[config.mk]
export PLATFORM = sky130hd
export DESIGN_NAME = spf_back
export DESIGN_NICKNAME = d
export VERILOG_FILES = /design/src/sv/spf_pkg.sv /design/src/sv/spf_fifo.sv /design/src/sv/spf_back.sv
export SDC_FILE = /design/constraint.sdc
export NUM_CORES = 1
export LEC_CHECK = 0
export BUFFER_PORTS_ARGS = -buffer_cell sky130_fd_sc_hd__clkbuf_2
export CAP_MARGIN = 40
export CORE_ASPECT_RATIO = 2
export CORE_UTILIZATION = 57
export DETAILED_ROUTE_END_ITERATION = 10
export GPL_ROUTABILITY_DRIVEN = 0
export MAX_ROUTING_LAYER = met4
export PLACE_DENSITY = 0.9
export SLEW_MARGIN = 10
export SYNTH_ARGS = -nofsm -noshare
export SYNTH_HDL_FRONTEND = slang
export SYNTH_SLANG_ARGS = --single-unit
[constraint.sdc]
create_clock -name clock -period 3.16 [get_ports clock]
set_input_delay 0.158 -clock clock [delete_from_list [all_inputs] [get_ports clock]]
set_output_delay 0.158 -clock clock [all_outputs]
set_load 0.02 [all_outputs]
[src/sv/spf_pkg.sv]
// Shared types and constants for the smallest-prime-factor factorization block.
package spf_pkg;

   localparam int VALUE_W     = 16;
   localparam int FACTOR_W    = 11;
   localparam int MAX_RESULTS = 10;
   localparam int CNT_W       = $clog2(MAX_RESULTS);

   typedef enum logic [1:0] {
      KIND_FACTOR,
      KIND_EMPTY,
      KIND_RANGE
   } kind_type;

   typedef struct packed {
      kind_type            kind;
      logic [VALUE_W-1:0]  value;
   } cmd_type;

   typedef struct packed {
      logic [FACTOR_W-1:0] factor;
      logic                last;
      logic                empty_res;
      logic                out_of_range;
   } rsp_type;

   typedef enum logic [2:0] {
      SV_CLEAR,
      SV_PROBE,
      SV_PCHECK,
      SV_MARK_RD,
      SV_MARK_CHK,
      SV_DONE
   } sieve_state_type;

   typedef enum logic {
      BK_IDLE,
      BK_WALK
   } back_state_type;

endpackage

[src/sv/spf_fifo.sv]
// Small register FIFO used for the command queue and the result queue.
module spf_fifo #(
   parameter int WIDTH = 8,
   parameter int DEPTH = 2
) (
   input  logic             clock,
   input  logic             reset,
   input  logic             push,
   input  logic [WIDTH-1:0] wdata,
   output logic             full,
   input  logic             pop,
   output logic [WIDTH-1:0] rdata,
   output logic             empty
);

   localparam int AW = $clog2(DEPTH);

   logic [WIDTH-1:0] store_ff [DEPTH];
   logic [AW-1:0]    wptr_ff, wptr_in;
   logic [AW-1:0]    rptr_ff, rptr_in;
   logic [AW:0]      count_ff, count_in;
   logic             do_push, do_pop;

   assign full    = (count_ff == (AW+1)'(DEPTH));
   assign empty   = (count_ff == '0);
   assign do_push = push && !full;
   assign do_pop  = pop && !empty;
   assign rdata   = store_ff[rptr_ff];

   always_comb begin
      wptr_in  = do_push ? wptr_ff + 1'b1 : wptr_ff;
      rptr_in  = do_pop  ? rptr_ff + 1'b1 : rptr_ff;
      count_in = count_ff;
      if (do_push && !do_pop) begin
         count_in = count_ff + 1'b1;
      end else if (do_pop && !do_push) begin
         count_in = count_ff - 1'b1;
      end
   end

   always_ff @(posedge clock) begin
      if (reset) begin
         wptr_ff  <= '0;
         rptr_ff  <= '0;
         count_ff <= '0;
      end else begin
         wptr_ff  <= wptr_in;
         rptr_ff  <= rptr_in;
         count_ff <= count_in;
      end
   end

   always_ff @(posedge clock) begin
      if (do_push) begin
         store_ff[wptr_ff] <= wdata;
      end
   end

endmodule

[src/sv/spf_back.sv]
// Back end: walks the factor chain through the table and queues result transactions.
module spf_back #(
   parameter int TABLE_LIMIT = 1024
) (
   input  logic                                 clock,
   input  logic                                 reset,
   input  logic                                 cmd_empty,
   input  spf_pkg::cmd_type                     cmd,
   output logic                                 cmd_pop,
   output logic                                 lk_en,
   output logic [$clog2(TABLE_LIMIT+1)-1:0]     lk_addr,
   input  logic [$clog2(TABLE_LIMIT+1)-1:0]     lk_spf,
   input  logic [$clog2(TABLE_LIMIT+1)-1:0]     lk_cof,
   input  logic                                 rsp_pop,
   output logic                                 rsp_empty,
   output spf_pkg::rsp_type                     rsp
);

   localparam int IW = $clog2(TABLE_LIMIT + 1);

   spf_pkg::back_state_type state_ff, state_in;
   logic [spf_pkg::CNT_W-1:0] cnt_ff, cnt_in;

   spf_pkg::rsp_type res_data;
   logic             res_push, res_full;
   logic             is_factor, last;

   assign is_factor = (cmd.kind == spf_pkg::KIND_FACTOR);
   assign last      = (lk_cof <= IW'(1))
                   || (cnt_ff == spf_pkg::CNT_W'(spf_pkg::MAX_RESULTS - 1));

   // next state
   always_comb begin
      state_in = state_ff;
      unique case (state_ff)
         spf_pkg::BK_IDLE: begin
            if (!cmd_empty && is_factor) state_in = spf_pkg::BK_WALK;
         end
         spf_pkg::BK_WALK: begin
            if (!res_full && last) state_in = spf_pkg::BK_IDLE;
         end
         default: state_in = spf_pkg::BK_IDLE;
      endcase
   end

   // outputs
   always_comb begin
      cmd_pop  = 1'b0;
      lk_en    = 1'b0;
      lk_addr  = IW'(cmd.value);
      res_push = 1'b0;
      res_data = '0;
      cnt_in   = cnt_ff;
      unique case (state_ff)
         spf_pkg::BK_IDLE: begin
            if (!cmd_empty) begin
               if (is_factor) begin
                  cmd_pop = 1'b1;
                  lk_en   = 1'b1;
                  cnt_in  = '0;
               end else if (!res_full) begin
                  cmd_pop               = 1'b1;
                  res_push              = 1'b1;
                  res_data.last         = 1'b1;
                  res_data.empty_res    = (cmd.kind == spf_pkg::KIND_EMPTY);
                  res_data.out_of_range = (cmd.kind == spf_pkg::KIND_RANGE);
               end
            end
         end
         spf_pkg::BK_WALK: begin
            // table read data holds while the result queue is full
            if (!res_full) begin
               res_push        = 1'b1;
               res_data.factor = spf_pkg::FACTOR_W'(lk_spf);
               res_data.last   = last;
               if (!last) begin
                  lk_en   = 1'b1;
                  lk_addr = lk_cof;
                  cnt_in  = cnt_ff + 1'b1;
               end
            end
         end
         default: ;
      endcase
   end

   always_ff @(posedge clock) begin
      if (reset) begin
         state_ff <= spf_pkg::BK_IDLE;
         cnt_ff   <= '0;
      end else begin
         state_ff <= state_in;
         cnt_ff   <= cnt_in;
      end
   end

   spf_fifo #(
      .WIDTH ($bits(spf_pkg::rsp_type)),
      .DEPTH (4)
   ) u_rsp_q (
      .clock (clock),
      .reset (reset),
      .push  (res_push),
      .wdata (res_data),
      .full  (res_full),
      .pop   (rsp_pop),
      .rdata (rsp),
      .empty (rsp_empty)
   );

endmodule
### Word level (Yosys, flattened, before mapping)

Memories as Yosys holds them, arrays and structs flattened. A register that Yosys moved wholly into a read port is not among the register bits.
Cells that the tools add are included.

| operators by class | value |
|---|---|
| order comparisons | 1 |
| multiplexer cells | 36 |
| equal/unequal tests | 8 |
| reduce and logical (&&, ||, !) cells | 16 |
| add/sub/neg operators | 5 |
| bitwise gates (word level) | 1 |

Operator list:

| kind | count |
|---|---|
| 11-bit 2-to-1 mux | 4 |
| 4-bit 2-to-1 mux | 4 |
| 3-bit 2-to-1 mux | 5 |
| 1-bit 2-to-1 mux | 14 |
| 12-bit 2-to-1 mux | 1 |
| 11-bit by 1-bit <= comparator with 1-bit output, second input constant | 1 |
| 2-bit != test, second input constant | 4 |
| 1-bit case mux with 2 select lines | 4 |
| 4-bit case mux with 2 select lines | 1 |
| 1-bit logical AND | 6 |
| 2-bit 2-to-1 mux | 3 |
| 1-bit zero test | 5 |
| 2-bit by 1-bit adder with 2-bit output, second input constant | 2 |
| 4-bit by 1-bit adder with 4-bit output, second input constant | 1 |
| 4-bit == test, second input constant | 1 |
| 4-bit AND reduction | 1 |
| 3-bit by 1-bit adder with 3-bit output, second input constant | 1 |
| 3-bit == test, second input constant | 1 |
| 3-bit zero test | 1 |
| 3-bit by 1-bit subtractor with 3-bit output, second input constant | 1 |
| 2-bit by 1-bit == test with 1-bit output, second input constant | 1 |
| 2-bit == test, second input constant | 1 |
| 2-bit zero test | 1 |
| 2-bit nonzero test | 1 |
| 2 further kinds | 2 |

| storage, ports and cells | value |
|---|---|
| input bits | 44 |
| memory bits (writable) | 56 |
| bits in registers | 12 |
| memories | 1 |
| output and inout bits | 28 |

Memories:

| name | words | bits a word | rd ports | clocked after Yosys merged registers in | wr ports | RTL line | source |
|---|---|---|---|---|---|---|---|
| u_rsp_q.store_ff | 4 | 14 | 1 | 1 | 1 | spf_fifo.sv:18 | `logic [WIDTH-1:0] store_ff [DEPTH];` |

### Longest topological paths before layout

| logic depth | value |
|---|---|
| depth in word-level cells | 10 |
| gate-level depth with buffers | 8 |
| gate-level depth less buffers | 8 |

### Cells and area by module

Synthesis repeated with hierarchy kept, for this count alone.

| unflattened totals | value |
|---|---|
| cells, all modules | 194 |
| area, all modules | 3,140.5 um^2 |

Modules (own cells, without submodules):

| module | times used | area an instance (um^2) | cells an instance |
|---|---|---|---|
| spf_fifo | 1 | 2,509.9 | 121 |
| spf_back | 1 | 630.6 | 73 |

### Worst setup path before layout

Ideal clock, no wire load.

| path | value |
|---|---|
| path kind | reg2reg |
| start point | reg u_rsp_q.count_ff[0] |
| end point | reg u_rsp_q.count_ff[2] |
| setup time | 71 ps |
| arrival time | 2,299 ps |
| setup slack | 791 ps |
| cell stages (with the launch flop) | 9 |
| buffers on the path | 0 |
| cells stage by stage | dfxtp_1 > nor3_1 > nand2b_1 > ha_1 > inv_1 > fa_1 > xor2_1 > or3_1 > a21oi_1 |

| between the ends | value |
|---|---|
| elaborated cells on any way between the ends | 19 |

RTL lines:

| item | RTL line | source |
|---|---|---|
| start: declaration | spf_fifo.sv:21 | `logic [AW:0] count_ff, count_in;` |
| start signal: assignment | spf_fifo.sv:49 | `count_ff <= count_in;` |
| 3-bit zero test * | spf_fifo.sv:25 | `assign empty = (count_ff == '0);` |
| net rsp_empty | spf_back.sv:15 | `output logic rsp_empty,` |
| 1-bit zero test * | spf_fifo.sv:27 | `assign do_pop = pop && !empty;` |
| 1-bit logical AND * | spf_fifo.sv:27 |  |
| 1-bit zero test | spf_fifo.sv:34 | `if (do_push && !do_pop) begin` |
| 1-bit logical AND | spf_fifo.sv:34 |  |
| 3-bit 2-to-1 mux or 2-bit nonzero test (tied branches) | n/a |  |

Mark *: on every way through the listed nets, which the timed path passes. The rest lies on a longest branch. The select of a mux whose other input is x is not followed.
A chain may end at the register's enable or synchronous reset.

### Worst setup path after layout

| path | value |
|---|---|
| start point | reg state_ff |
| end point | reg u_rsp_q.count_ff[2] |

| between the ends | value |
|---|---|
| word-level cells in the longest chain between the ends | 6 |
| elaborated cells on any way between the ends | 8 |

RTL lines:

| item | RTL line | source |
|---|---|---|
| start: declaration | spf_back.sv:21 | `spf_pkg::back_state_type state_ff, state_in;` |
| start signal: assignment | spf_back.sv:89 | `state_ff <= spf_pkg::BK_IDLE;` |
| start signal: assignment | spf_back.sv:92 | `state_ff <= state_in;` |
| 1-bit inverter | n/a |  |
| 1-bit case mux with 2 select lines * | spf_back.sv:54 | `unique case (state_ff)` |
| 1-bit logical AND * | spf_fifo.sv:26 | `assign do_push = push && !full;` |
| net u_rsp_q.do_push | spf_fifo.sv:22 | `logic do_push, do_pop;` |
| 1-bit zero test | spf_fifo.sv:36 | `end else if (do_pop && !do_push) begin` |
| 1-bit logical AND | spf_fifo.sv:36 |  |
| 2-bit nonzero test (no source line) | n/a |  |

Mark *: on every way through the listed nets, which the timed path passes. The rest lies on a longest branch.

==> results.json <==
{
  "grt_pass1_vias": 1875,
  "ioPinCount": 72,
  "fmax_mhz": 400,
  "dieArea_um2": 5630,
  "status": "finished, final reports clean",
  "worstMarginPinSlew_ps": 750,
  "fin_tns_setup_ps": 0,
  "maxCapViolCount": 0,
  "cts_resized": 0,
  "worstPathRequired_ps": 3430,
  "io_buffers": 66,
  "grt_setup_unrepaired": "no",
  "area_growth_syn_to_layout_pct": 19.6,
  "synth.cell_area_um2": 3030,
  "fillers": 313,
  "cts_max_path_buffers": 2,
  "synth_edf_count": 56,
  "path_clk_slew_ps": 70,
  "core_region_area_um2": 5140,
  "synth_cell_types": 34,
  "leakage_nw": 1.38,
  "min_period_ps": 2500,
  "finalCritPeriodShare_pct": 79.1,
  "ctsHoldBuffers": 0,
  "n_antenna_cell": 0,
  "synth_nets": 239,
  "die_width_um": 53.6,
  "first_pass_iters": 4,
  "dp_hpwl_um": 3920,
  "drt_iter0_drc": 60,
  "h-tree-depth": 3,
  "hold_violations": 0,
  "cp.arrival_ps": 2770,
  "setup_viol": 0,
  "avgViaCountPerCell": 5.59,
  "synthFlopType": "edfxtp_1",
  "syn-instance-count": 187,
  "grt_pass1_wl_um": 8580,
  "final_antenna_net_count": 0,
  "finalPower_w": 0.00265,
  "hold_ws_ps": 181,
  "syn_avg_cell_area_um2": 16.2,
  "final_nets": 312,
  "worst_setup_path_start_kind": "register",
  "path_max_fanout": 7,
  "cts_sinks": 70,
  "numCtsBuffers": 9,
  "detail_route.drc_violations": 0,
  "crit_type": "reg2reg",
  "cts_setup_buffers": 0,
  "slew_violations": 0,
  "grt_max_degree": 15,
  "power_density_nw_per_um2": 729,
  "yosysTopAreaCell": "edfxtp_1",
  "ys_seq_area_share_pct": 64.7,
  "antenna_found_initial": 0,
  "synth_area_leaders": "edfxtp_1 (55%), mux4_2 (10%), dfxtp_1 (9.2%)",
  "drive_gt1_share_pct": 38.1,
  "slew_headroom_pct": 50.0,
  "die_h_um": 105,
  "yosys_warnings": 0,
  "min_path_type": "in2reg",
  "insertion_delay_ps": 340,
  "initial_core_util_pct": 59.0,
  "via_count": 1807,
  "tritoncts": "done",
  "ys_ff_latch": 70,
  "overflow": 0,
  "end_kind": "register",
  "wl_um": 5530,
  "grt_use_total_pct": 22.7,
  "wire_per_inst_um": 17.1,
  "synth_top_area_share_pct": 55.5,
  "num_rows": 37,
  "async_reset_ff_share_pct": 0,
  "skew_ps": 7.74,
  "peakVddDrop_v": 0.000561,
  "ctsRootBufferMaster": "clkbuf_8"
}
[path summary, 6_finish.rpt]
check                                         start                 endpoint  slack (ps)  cells after the start
worst max-delay path                       state_ff      u_rsp_q.count_ff[2]         660                      8
worst min-delay path                      lk_spf[9]  u_rsp_q.store_ff[0][12]         180                      2
worst max register to register             state_ff      u_rsp_q.count_ff[2]         660                      8
worst min register to register  u_rsp_q.count_ff[2]      u_rsp_q.count_ff[2]         500                      2
[sequential cells by signal, summed over array words and instances, names as in the netlist, named ones only]
signal            flops
u_rsp_q.store_ff     56
cnt_ff                4
u_rsp_q.rptr_ff       2
state_ff              1
u_rsp_q.count_ff      3
u_rsp_q.wptr_ff       2
[Yosys cell counts, drive strengths merged, types with 3 or more instances]
| cell | number |
|---|---|
| edfxtp | 56 |
| and2 | 15 |
| dfxtp | 14 |
| mux4 | 14 |
| mux2 | 11 |
| nor2 | 10 |
| ha | 7 |
| a21oi | 5 |
| inv | 5 |
| clkbuf | 4 |
| nand2 | 4 |
| o211ai | 4 |
| or4 | 4 |
| xor2 | 4 |
| nand2b | 3 |
| nand3b | 3 |
| nor3b | 3 |
| or3 | 3 |
[metrics by stage]
step | worst slack [ps] | instances | util [%] | area [um^2]
detailed placement | 740 | 307 | 66.5 | 3420
global route | 487 | 323 | 70.6 | 3630
CTS | 670 | 323 | 70.6 | 3630
finish | 662 | 323 | 70.6 | 3630
global placement | 798 | 307 | 66.5 | 3420
floorplan | 791 | 187 | - | 3030
[area by class of cell]
type,instances,area [um^2],area share (%)
flip-flops and latches,70,1960,54.1
multi-input cells,106,1020,28.1
repair buffers,68,345,9.52
clock buffers,11,151,4.17
well taps,58,72.6,2.00
clock inverters,5,57.6,1.59
inverters,5,18.8,0.517
[layout by cell type (no fill, tap or decap), types with 4 or more instances in the layout]
cell type and instances:
clkbuf_2 66, edfxtp_1 56, and2_1 15, mux4_2 14, dfxtp_1 14, mux2_1 11, clkbuf_8 11, nor2_1 10
ha_1 7, inv_1 5, a21oi_1 5, o211ai_1 4, xor2_1 4
[per-layer routing]
metal	track usage [%]	wire, um
met2	36.3	3050
met1	25.7	2190
met5	-	0
met4	9.77	86
met3	6.11	216
[report_power, final]
| part | switching [W] | internal [W] | total [W] |
|---|---|---|---|
| Clock | 0.000319 | 0.000406 | 0.000725 |
| Sequential | 0.0000600 | 0.00112 | 0.00118 |
| Combinational | 0.000414 | 0.000325 | 0.000739 |
| Total | 0.000793 | 0.00185 | 0.00265 |
[critical path, stage by stage, from the launching register on]
cell,delay [ps]
dfxtp_1,460
inv_1,130
a21oi_1,500
ha_1,300
inv_1,70
fa_1,380
xor2_1,160
or3_1,300
a21oi_1,130
[cells by family (layout without fill, tap and decap cells)]
logic type	Yosys count	in the layout	share of synthesized area, %
buffers and inverters	11	89	1.65
adders and majority gates	8	8	3.55
and+or+nand+nor	49	49	9.53
DFF	70	70	64.7
xor gates and xnor gates	5	5	1.44
muxes	27	27	15.1
AOI/OAI and AO/OA	17	17	3.96
Note: power is estimated with default switching activity, not from simulation.
