### config.mk
export PLATFORM = sky130hd
export DESIGN_NAME = spf_front
export DESIGN_NICKNAME = d
export VERILOG_FILES = /design/src/sv/spf_pkg.sv /design/src/sv/spf_fifo.sv /design/src/sv/spf_front.sv
export SDC_FILE = /design/constraint.sdc
export NUM_CORES = 1
export LEC_CHECK = 0
export BUFFER_PORTS_ARGS = -buffer_cell sky130_fd_sc_hd__clkbuf_2
export CORE_MARGIN = 1.5
export CORE_UTILIZATION = 40
export CTS_BUF_LIST = sky130_fd_sc_hd__clkbuf_4 sky130_fd_sc_hd__clkbuf_8
export CTS_CLUSTER_DIAMETER = 30
export DETAILED_ROUTE_END_ITERATION = 16
export MAX_ROUTING_LAYER = met4
export PLACE_DENSITY = 0.66
export SKIP_CTS_REPAIR_TIMING = 1
export SYNTH_ARGS = -nofsm -noshare
export SYNTH_HDL_FRONTEND = slang
export SYNTH_HIERARCHICAL = 1
export SYNTH_SLANG_ARGS = --single-unit
### constraint.sdc
create_clock -name clock -period 2.25 [get_ports clock]
set_input_delay 0.3375 -clock clock [delete_from_list [all_inputs] [get_ports clock]]
set_output_delay 0.3375 -clock clock [all_outputs]
set_load 0.02 [all_outputs]
### src/sv/spf_pkg.sv
// Shared types and constants for the smallest-prime-factor factorization block.
package spf_pkg;

   localparam int VALUE_W     = 16;
   localparam int FACTOR_W    = 11;
   localparam int MAX_RESULTS = 10;
   localparam int CNT_W       = $clog2(MAX_RESULTS);

   typedef enum logic [1:0] {
      KIND_FACTOR,
      KIND_EMPTY,
      KIND_RANGE
   } kind_type;

   typedef struct packed {
      kind_type            kind;
      logic [VALUE_W-1:0]  value;
   } cmd_type;

   typedef struct packed {
      logic [FACTOR_W-1:0] factor;
      logic                last;
      logic                empty_res;
      logic                out_of_range;
   } rsp_type;

   typedef enum logic [2:0] {
      SV_CLEAR,
      SV_PROBE,
      SV_PCHECK,
      SV_MARK_RD,
      SV_MARK_CHK,
      SV_DONE
   } sieve_state_type;

   typedef enum logic {
      BK_IDLE,
      BK_WALK
   } back_state_type;

endpackage

### src/sv/spf_fifo.sv
// Small register FIFO used for the command queue and the result queue.
module spf_fifo #(
   parameter int WIDTH = 8,
   parameter int DEPTH = 2
) (
   input  logic             clock,
   input  logic             reset,
   input  logic             push,
   input  logic [WIDTH-1:0] wdata,
   output logic             full,
   input  logic             pop,
   output logic [WIDTH-1:0] rdata,
   output logic             empty
);

   localparam int AW = $clog2(DEPTH);

   logic [WIDTH-1:0] store_ff [DEPTH];
   logic [AW-1:0]    wptr_ff, wptr_in;
   logic [AW-1:0]    rptr_ff, rptr_in;
   logic [AW:0]      count_ff, count_in;
   logic             do_push, do_pop;

   assign full    = (count_ff == (AW+1)'(DEPTH));
   assign empty   = (count_ff == '0);
   assign do_push = push && !full;
   assign do_pop  = pop && !empty;
   assign rdata   = store_ff[rptr_ff];

   always_comb begin
      wptr_in  = do_push ? wptr_ff + 1'b1 : wptr_ff;
      rptr_in  = do_pop  ? rptr_ff + 1'b1 : rptr_ff;
      count_in = count_ff;
      if (do_push && !do_pop) begin
         count_in = count_ff + 1'b1;
      end else if (do_pop && !do_push) begin
         count_in = count_ff - 1'b1;
      end
   end

   always_ff @(posedge clock) begin
      if (reset) begin
         wptr_ff  <= '0;
         rptr_ff  <= '0;
         count_ff <= '0;
      end else begin
         wptr_ff  <= wptr_in;
         rptr_ff  <= rptr_in;
         count_ff <= count_in;
      end
   end

   always_ff @(posedge clock) begin
      if (do_push) begin
         store_ff[wptr_ff] <= wdata;
      end
   end

endmodule

### src/sv/spf_front.sv
// Front end: accepts queries, classifies them and queues commands for the back end.
module spf_front #(
   parameter int TABLE_LIMIT = 1024
) (
   input  logic                         clock,
   input  logic                         reset,
   input  logic                         ready,
   input  logic                         req_push,
   input  logic [spf_pkg::VALUE_W-1:0]  req_value,
   output logic                         req_full,
   input  logic                         cmd_pop,
   output logic                         cmd_empty,
   output spf_pkg::cmd_type             cmd
);

   localparam int CW = spf_pkg::VALUE_W + 1;

   spf_pkg::cmd_type cmd_new;
   logic             q_full;
   logic             q_push;

   assign req_full = !ready || q_full;
   assign q_push   = req_push && !req_full;

   always_comb begin
      cmd_new.value = req_value;
      if ({1'b0, req_value} > CW'(TABLE_LIMIT)) begin
         cmd_new.kind = spf_pkg::KIND_RANGE;
      end else if (req_value < spf_pkg::VALUE_W'(2)) begin
         cmd_new.kind = spf_pkg::KIND_EMPTY;
      end else begin
         cmd_new.kind = spf_pkg::KIND_FACTOR;
      end
   end

   spf_fifo #(
      .WIDTH ($bits(spf_pkg::cmd_type)),
      .DEPTH (2)
   ) u_cmd_q (
      .clock (clock),
      .reset (reset),
      .push  (q_push),
      .wdata (cmd_new),
      .full  (q_full),
      .pop   (cmd_pop),
      .rdata (cmd),
      .empty (cmd_empty)
   );

endmodule

### Yosys cells after proc, flatten, opt, wreduce, memory -nomap -nowiden

Memories as Yosys holds them, arrays and structs flattened. A register that Yosys moved wholly into a read port is not among the register bits.
Index checks and enable logic that the tools add are counted.

* memories: 1
* memory bits (writable): 36
* register bits after elaboration: 4
* bits of input ports: 21
* output and inout port bits: 20

Memory list
* u_cmd_q.store_ff: depth 2, width 18, read ports 1, clocked after memory_dff 1, wr ports 1, RTL line spf_fifo.sv:18 `logic [WIDTH-1:0] store_ff [DEPTH];`

* reductions and logical operators: 14
* multiplexer cells: 8
* eq/ne operators: 1
* $lt $le $gt $ge: 2
* add/subtract/negate cells: 4

Operators by type and width (number)
* $gt A16 B11 Y1 const B: 1
* $lt A16 B2 Y1 const B: 1
* $logic_not A1 Y1: 6
* $mux W2: 3
* $logic_and A1 B1 Y1: 5
* $mux W1: 5
* $add A1 B1 Y1 const B: 2
* $add A2 B1 Y2 const B: 1
* $eq A2 B2 Y1 const B: 1
* $logic_not A2 Y1: 1
* $reduce_bool A2 Y1: 1
* $sub A2 B1 Y2 const B: 1
* $logic_or A1 B1 Y1: 1

### Longest topological paths before layout

Gate-level depths: netlist of the first run.

* depth in word-level cells: 9
* depth in mapped cells: 9
* gate-level depth less buffers: 9

### Modules after synthesis

Netlist of the first run, hierarchy kept.

By module, submodules not included
* spf_fifo: area each 1514.0 sq um, cells an instance 81, times used 1, seq. area each 1181.1 sq um
* spf_front: area each 73.8 sq um, cells an instance 13, times used 1, seq. area each 0.0 sq um

### Worst setup path before layout of the first run

No wires, ideal clock.

* path kind: reg-to-reg
* start: reg u_cmd_q.count_ff[1]
* end: mem u_cmd_q/store_ff[0][0] (netlist name), enable pin
* stages on the path, launching flop included: 7
* data arrival time: 1626 ps
* path buffers: 0
* library setup time: 373 ps
* path slack: 251 ps
* required time: 1877 ps
* cells stage by stage: dfxtp_1 -> nor2b_2 -> nand2b_1 -> nor2_1 -> inv_1 -> or3_1 -> inv_1

* longest elaborated chain between the ends: 7
* elaborated cells between the ends (all ways): 8
* those cells by class: 1 x eq/ne; 2 x mux; 5 x reduce/logical

Ends and longest elaborated chain
* start, declared: RTL line spf_fifo.sv:21 `logic [AW:0] count_ff, count_in;`
* start signal, assigned: RTL line spf_fifo.sv:49 `count_ff <= count_in;`
* $eq A2 B2 Y1: RTL line spf_fifo.sv:24 `assign full = (count_ff == (AW+1)'(DEPTH));`
* named net q_full: RTL line spf_front.sv:19 `logic q_full;`
* $logic_or A1 B1 Y1: RTL line spf_front.sv:22 `assign req_full = !ready || q_full;`
* named net req_full: RTL line spf_front.sv:10 `output logic req_full,`
* $logic_not A1 Y1: RTL line spf_front.sv:23 `assign q_push = req_push && !req_full;`
* $logic_and A1 B1 Y1: RTL line spf_front.sv:23
* named net q_push: RTL line spf_front.sv:20 `logic q_push;`
* $logic_and A1 B1 Y1: RTL line spf_fifo.sv:26 `assign do_push = push && !full;`
* $mux W1: RTL line spf_fifo.sv:54 `if (do_push) begin`
* $mux W1 (not written as such): RTL line spf_fifo.sv:55 `store_ff[wptr_ff] <= wdata;`
* end, declared: RTL line spf_fifo.sv:18

The timed path passes the listed nets, and every way through them passes these cells.

### Final worst setup path of the first run

* start: reg u_cmd_q.count_ff[0]
* end: reg u_cmd_q.count_ff[1]

* longest elaborated chain between the ends: 8
* elaborated cells between the ends (all ways): 18
* those cells by class: 2 x add/sub; 1 x eq/ne; 2 x mux; 13 x reduce/logical

Ends and longest elaborated chain
* $eq A2 B2 Y1 *: RTL line spf_fifo.sv:24
* named net q_full: RTL line spf_front.sv:19
* $logic_or A1 B1 Y1 *: RTL line spf_front.sv:22
* $logic_not A1 Y1 *: RTL line spf_front.sv:23
* $logic_and A1 B1 Y1 *: RTL line spf_front.sv:23
* named net q_push: RTL line spf_front.sv:20
* $logic_and A1 B1 Y1 *: RTL line spf_fifo.sv:26
* named net u_cmd_q.do_push: RTL line spf_fifo.sv:22 `logic do_push, do_pop;`
* $logic_not A1 Y1: RTL line spf_fifo.sv:36 `end else if (do_pop && !do_push) begin`
* $logic_and A1 B1 Y1: RTL line spf_fifo.sv:36
* $reduce_bool A2 Y1 (no source line)

Mark *: on every way through the listed nets, which the timed path passes. The rest lies on a longest branch. The select of a mux whose other input is x is not followed.
A chain may end at the register's enable or synchronous reset.

==> run_results.csv, run 1 <==
group,metric,value,unit
logic_synthesis,synth_area_leaders,"edfxtp_1 68%, mux2_2 13%, dfxtp_1 6.3%",
global_route,antenna_found_initial,0,
critical_path,crit_slowest_cell,"dfxtp_1",
sta,hold_viol,0,
finish,syn_to_final_growth,24.0,%
global_route,track_usage,0.137,
status,status,"complete, no violations",
placed_design,place_inst,184,
logic_synthesis,syn_nets,116,
clock_network,cts_max_path_buffers,2,
logic_synthesis,synthTopCellsByCount,"36 x edfxtp_1, 18 x mux2_2, 8 x nor2_1",
route,drc,0,
sta,fin_tns_setup,0,ps
pwr,ir_worst_vdd,0.000554,V
sta,maxSlewHeadroom,0.729,
critical_path,cp_max_fo,5,
pwr,power_density,1090,mW/mm^2
min_path,hp-class,"input port to flip-flop",
logic_synthesis,ys_warn_count,6,
clock_network,cts.sinks,41,
sta,period_needed,1880,ps
finish,instances_no_fill,191,
logic_synthesis,synth_ff_type,"edfxtp_1",
sta,slew_violations,0,
route,wl,2690,um
placed_design,place.gp.congestion,0.730,
placed_design,portBuffers,40,
logic_synthesis,syn_inst,94,
critical_path,cpMostUsedCell,"nor2_1",
logic_synthesis,synth_cell_type_count,21,
die,die_w,66.0,um
critical_path,start_kind,"flip-flop",
logic_synthesis,ys_ff_latch,41,
clock_network,cts_made_buffers,5,
sta,finalClockSkew,3.77,ps
sta,timing.final.crit_share,0.837,
sta,setup_viol,0,
route,drt-wirelength-per-cell,14.1,um
logic_synthesis,synth-edff-count,36,
critical_path,critPathCaptureType,"flip-flop",
route,ant_nets,0,
critical_path,cp.arrival,2110,ps
die,die_y,66.0,um
route,viasPerCell,4.73,
critical_path,worstPathRequired,2470,ps
critical_path,critPathKind,"flip-flop to flip-flop",
die,core,0.00374,sq mm
global_route,grt_first_pass_wirelength,4110,um
placed_design,dp_slack,415,ps
logic_synthesis,synth_most_common_cell,"edfxtp_1",
global_route,grt-ovfl-total,0,
die,initial_core_util,0.424,
die,rows,22,
logic_synthesis,synth.top_cell.area_share,0.681,
logic_synthesis,ys_seq_area_frac,0.744,
clock_network,htree_levels,2,
clock_network,insertion_delay,290,ps
sta,rsz0062_at_grt,"no",
critical_path,path_cells,"nor2b_2 -> nand2b_1 -> nor2_1 -> inv_1 -> nor2_1 -> ha_1 -> or3_1 -> a21oi_1",
sta,tightest_slew,402,ps
logic_synthesis,yosysTopAreaCell,"edfxtp_1",
logic_synthesis,ys_async_sr_fraction,0,
finish,antenna_cells,0,
route,dr.pass1.iters,4,
clock_network,clk_pin_slew_worst_paths,70,ps
sta,fmaxAchievable,0.531,GHz
die,ios,41,
global_route,grt_pass1_vias,877,
sta,setup_ws,366,ps
placed_design,hpwl,1830,um
die,dieArea,0.00436,sq mm
logic_synthesis,syn_area,0.00159,sq mm
pwr,p_leak,0.750,nW
critical_path,critPathMaxStageDelay,440,ps
finish,fin_util,0.526,
logic_synthesis,avgSynthCellArea,16.9,sq um
finish,num-nets-final,165,
clock_network,cts-root-buf,"clkbuf_8",
route,drt-initial-drc-count,47,
finish,layout-drive-gt1-share,0.497,
job,drv_cap,0,
sta,holdWs,251,ps
global_route,grt_start_max_net_pins,19,
clock_network,cts_tree,"built",
route,vias,903,
registers in the layout, summed over array words and instances (netlist names), named ones only:
name / count
u_cmd_q/store_ff: 36
u_cmd_q/count_ff: 2
u_cmd_q/rptr_ff: 1
u_cmd_q/wptr_ff: 1
kinds of logic after synthesis:
family / after synthesis / share of synthesized area
fa+ha+maj: 1 / 0.00788
compound gates: 6 / 0.0205
buf+inv: 5 / 0.0150
flops: 41 / 0.744
simple gates: 20 / 0.0686
mux: 18 / 0.128
xor+xnor: 3 / 0.0166
report_power, final:
group,switching [mW],internal (mW),leakage (nW)
Clock,0.235,0.322,0.0540
Sequential,0.0387,0.926,0.367
Combinational,0.366,0.254,0.329
through the flow:
stage	cell area [sq um]	power (mW)
after global placement	1870	1.59
after global routing	1970	2.25
after CTS	1970	2.17
after detailed placement	1870	1.60
after floorplan	1590	1.41
final	1970	2.14
layout by cell type (no fill, tap or decap):
master | netlist | final
clkbuf_2 | 0 | 40
edfxtp_1 | 36 | 36
mux2_2 | 18 | 18
nor2_1 | 8 | 8
clkbuf_8 | 0 | 5
dfxtp_1 | 5 | 5
buf_4 | 1 | 4
nor3_1 | 3 | 3
inv_1 | 3 | 3
o21ai_0 | 3 | 3
xor2_1 | 3 | 3
or3_1 | 2 | 2
a21oi_1 | 2 | 2
nor4_2 | 1 | 1
nand4b_1 | 1 | 1
nand2_1 | 1 | 1
a21o_1 | 1 | 1
nand3_1 | 1 | 1
nand2b_1 | 1 | 1
bufinv_16 | 0 | 1
clkinv_2 | 0 | 1
nor2b_2 | 1 | 1
and2_1 | 1 | 1
ha_1 | 1 | 1
metal layers:
layer,vias to the layer above,GRT usage,routed length [um]
li1,446,-,-
met1,421,0.158,1160
met2,32,0.212,1320
met3,4,0.0392,172
met4,0,0.0842,39
met5,-,-,0
layout make-up:
class                           instances  area (sq um)
Tap cell                               48          60.1
Sequential cell                        41          1180
Clock inverter                          2          35.0
Multi-Input combinational cell         48           383
Inverter                                3          11.3
Timing Repair Buffer                   44           230
Clock buffer                            5          68.8
Fill cell                             335          1770
worst max-delay path, delay by kind of cell (launching register included):
family,cells,cell delay (ps)
buffers and inverters,1,60
and+or+nand+nor,5,880
DFF,1,440
AOI/OAI and AO/OA,1,140
adders and majority gates,1,300
path summary, 6_finish.rpt:
path	start	endpoint	slack, ps	depth (start not counted)
setup / recovery	u_cmd_q/count_ff[0]	u_cmd_q/count_ff[1]	370	8
hold / removal	req_value[15]	u_cmd_q/store_ff[0][15]	250	1
setup reg to reg	u_cmd_q/count_ff[0]	u_cmd_q/count_ff[1]	370	8
hold reg to reg	u_cmd_q/rptr_ff	flip-flop	510	2
Note: power is estimated with default switching activity, not from simulation.
==> run 2: changes to the inputs <==
Clock period 2.25 ns to 1.78 ns, I/O delays scaled along.
==> run 2 against run 1 <==
Clock-buffer cell count is 3 higher. Worst setup slack lost 280 ps. Clock skew about the same. Critical endpoint is now u_cmd_q/store_ff[0][8]. Sequential share of layout area down 3.1 points.
==> run_results.csv, run 2 (same netlist as run 1, synthesis figures left out) <==
group,metric,value,unit
sta,maxSlewHeadroom,0.776,
global_route,grt_start_max_net_pins,13,
global_route,track_usage,0.146,
sta,fin_tns_setup,0,ps
clock_network,cts.sinks,41,
placed_design,portBuffers,40,
global_route,grt_first_pass_wirelength,4380,um
route,ant_nets,0,
route,drt-wirelength-per-cell,14.0,um
placed_design,place_area,0.00193,sq mm
pwr,finalPower,2.83,mW
min_path,hp-class,"input port to flip-flop",
finish,syn_to_final_growth,31.2,%
critical_path,critPathCaptureType,"flip-flop",
sta,holdWs,182,ps
finish,layout-drive-gt1-share,0.591,
placed_design,hpwl,1990,um
critical_path,cp_max_fo,9,
finish,antenna_cells,0,
finish,fin_util,0.556,
pwr,ir_worst_vdd,0.000863,V
sta,slew_violations,0,
sta,tightest_slew,334,ps
finish,instances_no_fill,197,
die,ios,41,
clock_network,cts_max_path_buffers,2,
placed_design,place.gp.congestion,0.732,
sta,rsz0062_at_grt,"no",
sta,setup_viol,0,
global_route,grt-ovfl-total,0,
job,drv_cap,0,
clock_network,htree_levels,2,
finish,finalInstanceArea,0.00208,sq mm
die,die_w,66.0,um
status,status,"complete, no violations",
clock_network,insertion_delay,290,ps
critical_path,cp.arrival,1700,ps
finish,final_common_cell,"clkbuf_2",
sta,fmaxAchievable,0.590,GHz
placed_design,dp_slack,-43.3,ps
sta,timing.final.crit_share,0.952,
die,dieArea,0.00436,sq mm
clock_network,cts-root-buf,"clkbuf_8",
critical_path,critPathKind,"flip-flop to flip-flop",
pwr,p_leak,0.780,nW
sta,hold_viol,0,
clock_network,clk_pin_slew_worst_paths,70,ps
placed_design,place_inst,187,
pwr,power_density,1360,mW/mm^2
die,die_y,66.0,um
route,dr.pass1.iters,2,
critical_path,start_kind,"flip-flop",
route,viasPerCell,4.68,
global_route,antenna_found_initial,0,
finish,final_cell_mix,"40 x clkbuf_2, 36 x edfxtp_1, 18 x mux2_2",
sta,finalClockSkew,3.72,ps
die,core,0.00374,sq mm
finish,reg_top3,"u_cmd_q/store_ff (36), u_cmd_q/count_ff (2)",
finish,largest_reg_flops,36,
finish,num-nets-final,170,
clock_network,cts_made_buffers,5,
route,vias,922,
global_route,grt_pass1_vias,937,
route,wl,2750,um
critical_path,worstPathRequired,1790,ps
route,drt-initial-drc-count,31,
die,initial_core_util,0.424,
sta,period_needed,1700,ps
clock_network,cts_tree,"built",
finish,largest_register,"u_cmd_q/store_ff",
route,drc,0,
sta,setup_ws,84.8,ps
die,rows,22,
-- run 2: worst paths after layout --
path | depth (start not counted) | endpoint | start | slack [ps]
worst max register to register | 7 | u_cmd_q/store_ff[0][8] | u_cmd_q/count_ff[1] | 80
worst min register to register | 2 | u_cmd_q/wptr_ff | u_cmd_q/wptr_ff | 500
worst max-delay path | 7 | u_cmd_q/store_ff[0][8] | u_cmd_q/count_ff[1] | 80
worst min-delay path | 1 | u_cmd_q/store_ff[1][1] | req_value[1] | 180
-- run 2: critical path, cell delays in order, from the launching register on --
cell        delay [ps]
dfxtp_4            360
nor2b_4            130
nand2b_4           140
nor2_2              80
inv_2               60
or3_4              380
clkinvlp_4         120
buf_12             130
-- run 2: layout make-up --
cell class | instances | area (sq um)
well taps | 48 | 60.1
inverters | 3 | 15.0
clock buffers | 8 | 97.6
repair buffers | 49 | 293
fillers | 333 | 1660
flip-flops and latches | 41 | 1180
multi-input cells | 48 | 433
-- run 2: report_power, final --
group          internal, mW  switching [mW]  total (mW)
clock network         0.346           0.287       0.634
logic                 0.458           0.516       0.973
registers              1.18          0.0486        1.23
-- run 2: routing by layer --
layer / vias up / part of all wire / GRT usage
met5: - / 0 / -
met1: 430 / 0.43 / 0.175
met2: 29 / 0.49 / 0.229
met3: 6 / 0.061 / 0.0443
li1: 457 / - / -
met4: 0 / 0.019 / 0.0689
